--- src/rtl/wws_pkg.sv ---
// Shared types and constants for the window statistics block.
package wws_pkg;

  localparam int DEF_SAMPLE_WIDTH = 16;
  localparam int DEF_MAX_COUNT    = 4096;

  localparam int DATA_W  = 16;
  localparam int COUNT_W = 13;

  typedef struct packed {
    logic signed [DATA_W-1:0] sample;
    logic                     last;
  } in_t;

  typedef struct packed {
    logic signed [DATA_W-1:0] mean;
    logic        [DATA_W-1:0] rms;
    logic signed [DATA_W-1:0] minimum;
    logic signed [DATA_W-1:0] maximum;
    logic        [DATA_W-1:0] peak_to_peak;
    logic        [COUNT_W-1:0] sample_count;
    logic                     overflow;
  } out_t;

endpackage

--- src/rtl/waveform_window_statistics_top.sv ---
// Window statistics: mean, RMS, minimum, maximum and peak-to-peak of a sample window.
//
//  channel | direction | handshake            | payload
//  --------+-----------+----------------------+-------------------------------------------
//  in_     | input     | in_valid / in_ready  | sample, last
//  out_    | output    | out_valid/ out_ready | mean, rms, minimum, maximum, peak_to_peak,
//          |           |                      | sample_count, overflow
//
// A sample's square is added to the sum of squares one multiplier bit per cycle.
// A last sample adds 2 * (2 * SAMPLE_WIDTH - 1 + clog2(MAX_COUNT + 1)) restoring divide
// steps and SAMPLE_WIDTH square root steps, then loads the result register.
// Reset clears the window; there is no clearing pass.
// A finished result waits in the output register; the next window is accepted meanwhile,
// and only its own end stalls until the previous result has been taken.
module waveform_window_statistics_top #(
  parameter int SAMPLE_WIDTH = wws_pkg::DEF_SAMPLE_WIDTH,
  parameter int MAX_COUNT    = wws_pkg::DEF_MAX_COUNT
) (
  input  logic          clk,
  input  logic          rst_n,
  input  logic          in_valid,
  output logic          in_ready,
  input  wws_pkg::in_t  in_data,
  output logic          out_valid,
  input  logic          out_ready,
  output wws_pkg::out_t out_data
);
  import wws_pkg::*;

  localparam int SW   = SAMPLE_WIDTH;
  localparam int CW   = $clog2(MAX_COUNT + 1);
  localparam int SUMW = SW + CW;
  localparam int QW   = 2 * SW - 1 + CW;
  localparam int MW   = 2 * SW - 1;
  localparam int RTW  = SW + 3;
  localparam int CNTW = $clog2(QW);

  localparam logic [2:0] ST_IDLE     = 3'd0;
  localparam logic [2:0] ST_SQR      = 3'd1;
  localparam logic [2:0] ST_DIV_MEAN = 3'd2;
  localparam logic [2:0] ST_DIV_SQ   = 3'd3;
  localparam logic [2:0] ST_SQRT     = 3'd4;
  localparam logic [2:0] ST_DONE     = 3'd5;

  logic [2:0]             state_r, state_nxt;
  logic                   out_valid_r, out_valid_nxt;
  out_t                   out_data_r, out_data_nxt;
  logic signed [SUMW-1:0] sum_r, sum_nxt;
  logic [QW-1:0]          sq_r, sq_nxt;
  logic [CW-1:0]          count_r, count_nxt;
  logic                   dropped_r, dropped_nxt;
  logic signed [SW-1:0]   min_r, min_nxt;
  logic signed [SW-1:0]   max_r, max_nxt;
  logic                   last_r, last_nxt;
  logic [SW-1:0]          mult_r, mult_nxt;
  logic [MW-1:0]          mcand_r, mcand_nxt;
  logic [QW-1:0]          div_d_r, div_d_nxt;
  logic [CW-1:0]          div_rem_r, div_rem_nxt;
  logic [CNTW-1:0]        cnt_r, cnt_nxt;
  logic [SW-1:0]          qmag_r, qmag_nxt;
  logic [SW:0]            srem_r, srem_nxt;
  logic [SW-1:0]          root_r, root_nxt;

  logic signed [SW-1:0]   smp;
  logic [SW-1:0]          mag;
  logic                   room;
  logic [SUMW-1:0]        sum_mag;
  logic [CW:0]            div_cat;
  logic                   div_ge;
  logic [CW-1:0]          div_rem_step;
  logic [QW-1:0]          div_d_step;
  logic [RTW-1:0]         sq_remsh;
  logic [RTW-1:0]         sq_trial;
  logic                   sq_ge;
  logic signed [SW:0]     mean_full;
  logic signed [SW:0]     p2p_full;

  generate
    if (SW <= DATA_W) begin : g_narrow
      assign smp = in_data.sample[SW-1:0];
    end else begin : g_wide
      assign smp = {{(SW - DATA_W){1'b0}}, in_data.sample};
    end
  endgenerate

  assign mag     = smp[SW-1] ? SW'(-smp) : SW'(smp);
  assign room    = (count_r < CW'(MAX_COUNT));
  assign sum_mag = sum_r[SUMW-1] ? SUMW'(-sum_r) : SUMW'(sum_r);

  // Restoring divide by the sample count, one quotient bit per cycle.
  assign div_cat      = {div_rem_r, div_d_r[QW-1]};
  assign div_ge       = (div_cat >= {1'b0, count_r});
  assign div_rem_step = div_ge ? CW'(div_cat - {1'b0, count_r}) : div_cat[CW-1:0];
  assign div_d_step   = {div_d_r[QW-2:0], div_ge};

  // Restoring square root, two radicand bits per cycle.
  assign sq_remsh = {srem_r, div_d_r[2*SW-1 -: 2]};
  assign sq_trial = RTW'({root_r, 2'b01});
  assign sq_ge    = (sq_remsh >= sq_trial);

  assign mean_full = sum_r[SUMW-1] ? -$signed({1'b0, qmag_r}) : $signed({1'b0, qmag_r});
  assign p2p_full  = (SW + 1)'(max_r) - (SW + 1)'(min_r);

  assign in_ready  = (state_r == ST_IDLE);
  assign out_valid = out_valid_r;
  assign out_data  = out_data_r;

  always_comb begin
    state_nxt     = state_r;
    out_valid_nxt = out_valid_r;
    out_data_nxt  = out_data_r;
    sum_nxt       = sum_r;
    sq_nxt        = sq_r;
    count_nxt     = count_r;
    dropped_nxt   = dropped_r;
    min_nxt       = min_r;
    max_nxt       = max_r;
    last_nxt      = last_r;
    mult_nxt      = mult_r;
    mcand_nxt     = mcand_r;
    div_d_nxt     = div_d_r;
    div_rem_nxt   = div_rem_r;
    cnt_nxt       = cnt_r;
    qmag_nxt      = qmag_r;
    srem_nxt      = srem_r;
    root_nxt      = root_r;

    if (out_valid_r && out_ready) begin
      out_valid_nxt = 1'b0;
    end

    case (state_r)
      ST_IDLE: begin
        if (in_valid) begin
          last_nxt = in_data.last;
          if (room) begin
            if (count_r == '0) begin
              min_nxt = smp;
              max_nxt = smp;
            end else begin
              if (smp < min_r) min_nxt = smp;
              if (smp > max_r) max_nxt = smp;
            end
            sum_nxt   = sum_r + SUMW'(smp);
            count_nxt = count_r + CW'(1);
            mult_nxt  = mag;
          end else begin
            // window full: drop the sample, keep the flag
            dropped_nxt = 1'b1;
            mult_nxt    = '0;
          end
          mcand_nxt = MW'(mag);
          state_nxt = ST_SQR;
        end
      end
      ST_SQR: begin
        if (mult_r[0]) begin
          sq_nxt = sq_r + QW'(mcand_r);
        end
        mcand_nxt = mcand_r << 1;
        mult_nxt  = mult_r >> 1;
        if ((mult_r >> 1) == '0) begin
          if (last_r) begin
            div_d_nxt   = QW'(sum_mag);
            div_rem_nxt = '0;
            cnt_nxt     = CNTW'(QW - 1);
            state_nxt   = ST_DIV_MEAN;
          end else begin
            state_nxt = ST_IDLE;
          end
        end
      end
      ST_DIV_MEAN: begin
        div_d_nxt   = div_d_step;
        div_rem_nxt = div_rem_step;
        cnt_nxt     = cnt_r - CNTW'(1);
        if (cnt_r == '0) begin
          qmag_nxt    = SW'(div_d_step);
          div_d_nxt   = sq_r;
          div_rem_nxt = '0;
          cnt_nxt     = CNTW'(QW - 1);
          state_nxt   = ST_DIV_SQ;
        end
      end
      ST_DIV_SQ: begin
        div_d_nxt   = div_d_step;
        div_rem_nxt = div_rem_step;
        cnt_nxt     = cnt_r - CNTW'(1);
        if (cnt_r == '0) begin
          srem_nxt  = '0;
          root_nxt  = '0;
          cnt_nxt   = CNTW'(SW - 1);
          state_nxt = ST_SQRT;
        end
      end
      ST_SQRT: begin
        srem_nxt  = sq_ge ? (SW + 1)'(sq_remsh - sq_trial) : (SW + 1)'(sq_remsh);
        root_nxt  = {root_r[SW-2:0], sq_ge};
        div_d_nxt = div_d_r << 2;
        cnt_nxt   = cnt_r - CNTW'(1);
        if (cnt_r == '0) begin
          state_nxt = ST_DONE;
        end
      end
      ST_DONE: begin
        // hold until the previous result has been taken
        if (!out_valid_r || out_ready) begin
          out_data_nxt.mean         = DATA_W'(mean_full);
          out_data_nxt.rms          = DATA_W'(root_r);
          out_data_nxt.minimum      = DATA_W'(min_r);
          out_data_nxt.maximum      = DATA_W'(max_r);
          out_data_nxt.peak_to_peak = DATA_W'(p2p_full);
          out_data_nxt.sample_count = COUNT_W'(count_r);
          out_data_nxt.overflow     = dropped_r;
          out_valid_nxt             = 1'b1;
          sum_nxt                   = '0;
          sq_nxt                    = '0;
          count_nxt                 = '0;
          dropped_nxt               = 1'b0;
          state_nxt                 = ST_IDLE;
        end
      end
      default: begin
        state_nxt = ST_IDLE;
      end
    endcase
  end

  always_ff @(posedge clk) begin
    if (!rst_n) begin
      state_r     <= ST_IDLE;
      out_valid_r <= 1'b0;
      sum_r       <= '0;
      sq_r        <= '0;
      count_r     <= '0;
      dropped_r   <= 1'b0;
    end else begin
      state_r     <= state_nxt;
      out_valid_r <= out_valid_nxt;
      sum_r       <= sum_nxt;
      sq_r        <= sq_nxt;
      count_r     <= count_nxt;
      dropped_r   <= dropped_nxt;
    end
  end

  always_ff @(posedge clk) begin
    out_data_r <= out_data_nxt;
    min_r      <= min_nxt;
    max_r      <= max_nxt;
    last_r     <= last_nxt;
    mult_r     <= mult_nxt;
    mcand_r    <= mcand_nxt;
    div_d_r    <= div_d_nxt;
    div_rem_r  <= div_rem_nxt;
    cnt_r      <= cnt_nxt;
    qmag_r     <= qmag_nxt;
    srem_r     <= srem_nxt;
    root_r     <= root_nxt;
  end

endmodule

--- config.mk ---
export PLATFORM = sky130hd
export DESIGN_NAME = waveform_window_statistics_top
export DESIGN_NICKNAME = d
export VERILOG_FILES = /design/src/rtl/wws_pkg.sv /design/src/rtl/waveform_window_statistics_top.sv
export SDC_FILE = /design/constraint.sdc
export NUM_CORES = 1
export LEC_CHECK = 0
export BUFFER_PORTS_ARGS = -buffer_cell sky130_fd_sc_hd__buf_2
export CORE_MARGIN = 5
export CORE_UTILIZATION = 55
export DETAILED_ROUTE_END_ITERATION = 8
export MAX_ROUTING_LAYER = met4
export PLACE_DENSITY = 0.81
export SYNTH_ARGS = -nofsm -noshare
export SYNTH_HDL_FRONTEND = slang
export SYNTH_SLANG_ARGS = --single-unit
export TNS_END_PERCENT = 100
--- constraint.sdc ---
create_clock -name clk -period 4.7 [get_ports clk]
set_input_delay 0.235 -clock clk [delete_from_list [all_inputs] [get_ports clk]]
set_output_delay 0.235 -clock clk [all_outputs]
set_load 0.005 [all_outputs]
======== Yosys cells after proc, flatten, opt, wreduce, memory -nomap -nowiden ========
Index checks and enable logic that the tools add are counted.
operators by class
  reduce and logical (&&, ||, !) cells .... 28
  add/sub/neg operators ................... 10
  equality and inequality tests ........... 15
  $lt $le $gt $ge ......................... 5
  muxes and demuxes ....................... 57
operators by type and width
  cell                                   count
  2-to-1 mux 44 bit                      5
  case mux 44 bit (4 select lines)       1
  2-to-1 mux 16 bit                      9
  2-to-1 mux 29 bit                      4
  2-to-1 mux 13 bit                      7
  case mux 44 bit (2 select lines)       1
  case mux 16 bit (2 select lines)       2
  case mux 31 bit (2 select lines)       1
  case mux 29 bit (2 select lines)       1
  adder 44 x 31 -> 44 bit                1
  case mux 13 bit (3 select lines)       1
  2-to-1 mux 17 bit                      2
  case mux 17 bit (2 select lines)       1
  negator 16 bit                         2
  2-to-1 mux 31 bit                      1
  adder 29 x 16 -> 29 bit                1
  negator 29 bit                         1
  case mux 13 bit (2 select lines)       1
  2-to-1 mux 6 bit                       4
  case mux 6 bit (4 select lines)        1
  >= comparator 19 x 18 -> 1 bit         1
  2-to-1 mux 3 bit                       6
  != test 2 bit (second input constant)  9
  case mux 3 bit (6 select lines)        1
  30 further kinds                       51
storage, ports and cells
  input port bits ......................... 21
  register bits ........................... 377

======== Longest topological paths before layout ========
  depth in word-level cells ............... 5
  gate-level depth with buffers ........... 13
  gate-level depth less buffers ........... 12

======== Worst setup path before layout ========
No wires, ideal clock.
  path type ............................... reg-to-reg
  from .................................... register state_r[0]
  to ...................................... register cnt_r[0] (enable)
  setup slack ............................. -379 ps
  arrival time ............................ 4,552 ps
  cell stages (with the launch flop) ...... 7
  clock period less this slack ............ 5,079 ps
  data required time ...................... 4,173 ps
  library setup time ...................... 527 ps
  path through ............................ dfxtp_1 clkbuf_1 clkbuf_1 nand2_1 nor2_1 nor2_1 o21ai_0
on the way
  cells in the longest elaborated chain, start to end .. 3
  elaborated cells between the ends (all ways) .. 8
  those cells by class .................... eq/ne (6); reduce/logical (2)
RTL lines
  what                                                           RTL line                               text
  from (decl)                                                    waveform_window_statistics_top.sv:45   logic [2:0] state_r, state_nxt;
  from (signal assigned)                                         waveform_window_statistics_top.sv:238  state_r <= state_nxt;
  equality test 3 bit, or another cell as far along              waveform_window_statistics_top.sv:132  case (state_r)
  nonzero test 4 bit (no line) or != test 2 bit (tied branches)  -
  AND reduction 3 bit (no line) (*)                              -
  to (signal assigned)                                           waveform_window_statistics_top.sv:256  cnt_r <= cnt_nxt;
  to (decl)                                                      waveform_window_statistics_top.sv:59   logic [CNTW-1:0] cnt_r, cnt_nxt;
Mark *: on every way between the ends. The rest lies on a longest branch, timed or not.
A chain may end at the register's enable or synchronous reset.

======== Worst setup path in the final report ========
  from .................................... register srem_r[6]
  to ...................................... register srem_r[13] (data pin)
on the way
  cells in the longest elaborated chain, start to end .. 3
  elaborated cells between the ends (all ways) .. 4
  those cells by class .................... add/sub (1); order compare (1); mux (2)
RTL lines
  what                                                                 RTL line                                                                     text
  from (decl)                                                          waveform_window_statistics_top.sv:61                                         logic [SW:0] srem_r, srem_nxt;
  from (signal assigned)                                               waveform_window_statistics_top.sv:258                                        srem_r <= srem_nxt;
  subtractor 17 bit or >= comparator 19 x 18 -> 1 bit (tied branches)  waveform_window_statistics_top.sv:197, waveform_window_statistics_top.sv:99
  2-to-1 mux 17 bit (*)                                                waveform_window_statistics_top.sv:197                                        srem_nxt = sq_ge ? (SW + 1)'(sq_remsh - sq_trial) : (SW + 1)'(sq_remsh);
  case mux 17 bit (2 select lines) (*)                                 waveform_window_statistics_top.sv:132
Marked as above.

==> impl_metrics.yaml <==
run_status:
  status: "completed"
place:
  dp_hpwl_um: 35300
  place_congestion: 0.972
  portBuffers: 116
  placed_area_mm2: 0.0222
sta:
  slew_violations: 0
  maxSlewHeadroom: 0.149
  max_freq_mhz: 282
  rsz0062_at_grt: "false"
  setup_viol: 0
  finalHoldViolations: 0
  finalSetupTns_ns: 0
  period_needed_ns: 3.55
  min_period_over_period: 0.756
  skew_ns: 0.0138
  worstMarginPinSlew_ns: 1.27
route:
  post_drt_wl_per_cell_um: 18.7
  drt-initial-drc-count: 1087
  avgViaCountPerCell: 5.95
  via_count: 15795
  ant_nets: 0
  drtPass1Iterations: 5
  wl_um: 49600
  drc: 0
final_layout:
  design_area_mm2: 0.0234
  layout_commonest_cell: "edfxtp_1"
  final_layout_size_suffix_gt1_frac: 0.101
  nets: 2280
  n_fill_cell: 2969
  synthToLayoutAreaGrowth_pct: 11.3
  layout_common_cells: "edfxtp_1, nand2_1, nor2_1"
  diodes: 0
setup_path:
  cp.required_ns: 5.08
  path_cells: "ha_1, a21o_1, a21o_1, a21oi_1, o211ai_1, a31oi_1, o311ai_0, a21boi_2, nand2_1, o22ai_1"
  crit_start: "srem_r[6]$_SDFFCE_PN0P_"
  crit_slowest_cell: "a21boi_2"
  path_class: "register to register"
  cp-end-kind: "register"
  start_kind: "register"
  rr_startpoint: "srem_r[6]$_SDFFCE_PN0P_"
  arrival_ns: 3.93
  critPathMaxStageDelay_ns: 1.02
  crit_top_cell: "a21o_1"
  path_max_fanout: 20
pwr:
  sw_frac_of_total: 0.336
  ir_worst_vdd_v: 0.000240
  p_comb_frac: 0.308
  p_leak_uw: 0.00922
  power_frac_seq: 0.418
  clockPowerShare: 0.274
  p_switching_uw: 3740
  p_int_uw: 7370
  power_density_mw_per_mm2: 474
synth:
  netlist_area_mm2: 0.0210
  ys_seq_elements: 377
  ys_types: 68
  synth_edf_count: 286
  synth_flop_cell: "edfxtp_1"
  synthCells: 2010
  syn-num-nets: 2177
  synth.avg_cell_area_um2: 10.5
  postSynth.asyncResetShare: 0
  seq_area_frac_synth: 0.495
  synth-warning-count: 0
floorplan:
  dieWidth_um: 206
  fp.dieH_um: 206
  core_area_mm2: 0.0378
  row_count: 71
  dieArea_mm2: 0.0423
  io_pins: 117
  initial_utilization: 0.557
clock_tree:
  clkTransAtPathRegs_ns: 0.06
  clock_sinks: 377
  cts_buffers: 40
  cts_tree: "built"
  ctsResizeCount: 0
  cts_root_buf: "clkbuf_16"
  htreeDepth: 2
  clk_latency_ns: 0.54
  max-clock-path-buffers: 3
grt:
  grt_max_degree: 58
  gr-usage-all-layers: 0.240
  grt_pass1_vias: 15843
  grt_pass1_wl_um: 80800
  antenna_found_initial: 0
  grt-ovfl-total: 0
min_path:
  min_path_type: "primary input to register"
  min_from: "out_ready"
flow_run:
  max-cap-violations: 0
-- sequential cells by signal (all words and copies together), names as in the netlist --
register   cells
last_r         1
mcand_r       31
dropped_r      1
qmag_r        16
srem_r        17
div_rem_r     13
sum_r         29
min_r         16
div_d_r       44
out_data      94
sq_r          44
out_valid      1
state_r        3
count_r       13
max_r         16
cnt_r          6
mult_r        16
root_r        16
-- final timing paths --
kind                               to  cells past startpoint  slack (ns)
max reg2reg  srem_r[13]$_SDFFCE_PN0P_                     10        1.15
min reg2reg     out_data[0]$_DFFE_PP_                      0        0.44
min              out_valid$_SDFF_PN0_                      3        0.04
max          srem_r[13]$_SDFFCE_PN0P_                     10        1.15
-- power groups by stage --
stage	clock network, uW	registers [uW]	logic, uW
floorplan	0	4540	2600
global placement	0	4680	3210
detailed placement	0	4700	3340
CTS	3080	4640	3380
global route	3230	4690	3800
finish	3050	4650	3420
-- critical path: cells and delay by family (launching register included) --
| family | cells | cell delay [ns] |
|---|---|---|
| adder cells (fa/ha/maj) | 1 | 0.38 |
| AO/OA/AOI/OAI | 8 | 2.29 |
| flip-flops | 1 | 0.41 |
| AND/OR/NAND/NOR | 1 | 0.29 |
-- logic make-up after synthesis --
group / Yosys count / share of synthesized area
xor gates and xnor gates: 165 / 0.0687
adders and majority gates: 146 / 0.0882
DFF: 377 / 0.495
buffers and inverters: 180 / 0.0327
muxes: 67 / 0.0319
AOI/OAI and AO/OA: 499 / 0.153
and+or+nand+nor: 576 / 0.131
-- metrics by stage --
step / instances / worst slack, ns / hold WS (ns) / utilization / power (uW)
6_report: 2654 / 1.15 / 0.0423 / 0.621 / 11100
5_1_grt: 2654 / 0.905 / 0.0339 / 0.621 / 11700
4_1_cts: 2654 / 1.18 / 0.0205 / 0.621 / 11100
3_5_place_dp: 2580 / 1.25 / 0.416 / 0.587 / 8040
3_3_place_gp: 2580 / 1.33 / 0.419 / 0.587 / 7890
2_1_floorplan: 2010 / 0.463 / 0.334 / - / 7150
-- cell usage after synthesis, types with 15 or more instances --
cell	n	area [um2]
a211oi_1	18	135
a21o_1	52	390
a21oi_1	124	621
a22oi_1	29	218
and2_1	25	156
clkbuf_1	58	218
dfxtp_1	91	1820
edfxtp_1	286	8590
ha_1	142	1780
inv_1	107	402
mux2i_1	66	661
nand2_1	183	687
nand2b_1	20	125
nand3_1	30	150
nand4_1	24	150
nor2_1	153	574
nor2b_1	48	300
nor3_1	29	145
o21ai_0	122	611
o21bai_1	15	113
o221ai_1	27	236
o31ai_1	20	150
xnor2_1	81	709
xor2_1	84	736
-- area by class of cell --
type | count | area, um2 | area share
clock buffers | 61 | 1170 | 0.0500
inverters | 107 | 404 | 0.0172
repair buffers | 134 | 721 | 0.0308
clock inverters | 11 | 77.6 | 0.00331
well taps | 511 | 639 | 0.0273
flip-flops and latches | 377 | 10400 | 0.444
multi-input cells | 1453 | 10000 | 0.427
-- routing by layer --
layer	track usage	part of all wire
met2	0.401	0.49
met4	0.0739	0.028
met1	0.309	0.43
met3	0.0290	0.058
met5	-	0
-- repair_timing --
action	4_1_cts	5_1_grt
endpoints found under the hold margin	3	0
buffers inserted	0	0
hold buffers	2	0
Power figures use the tool's default switching activity.
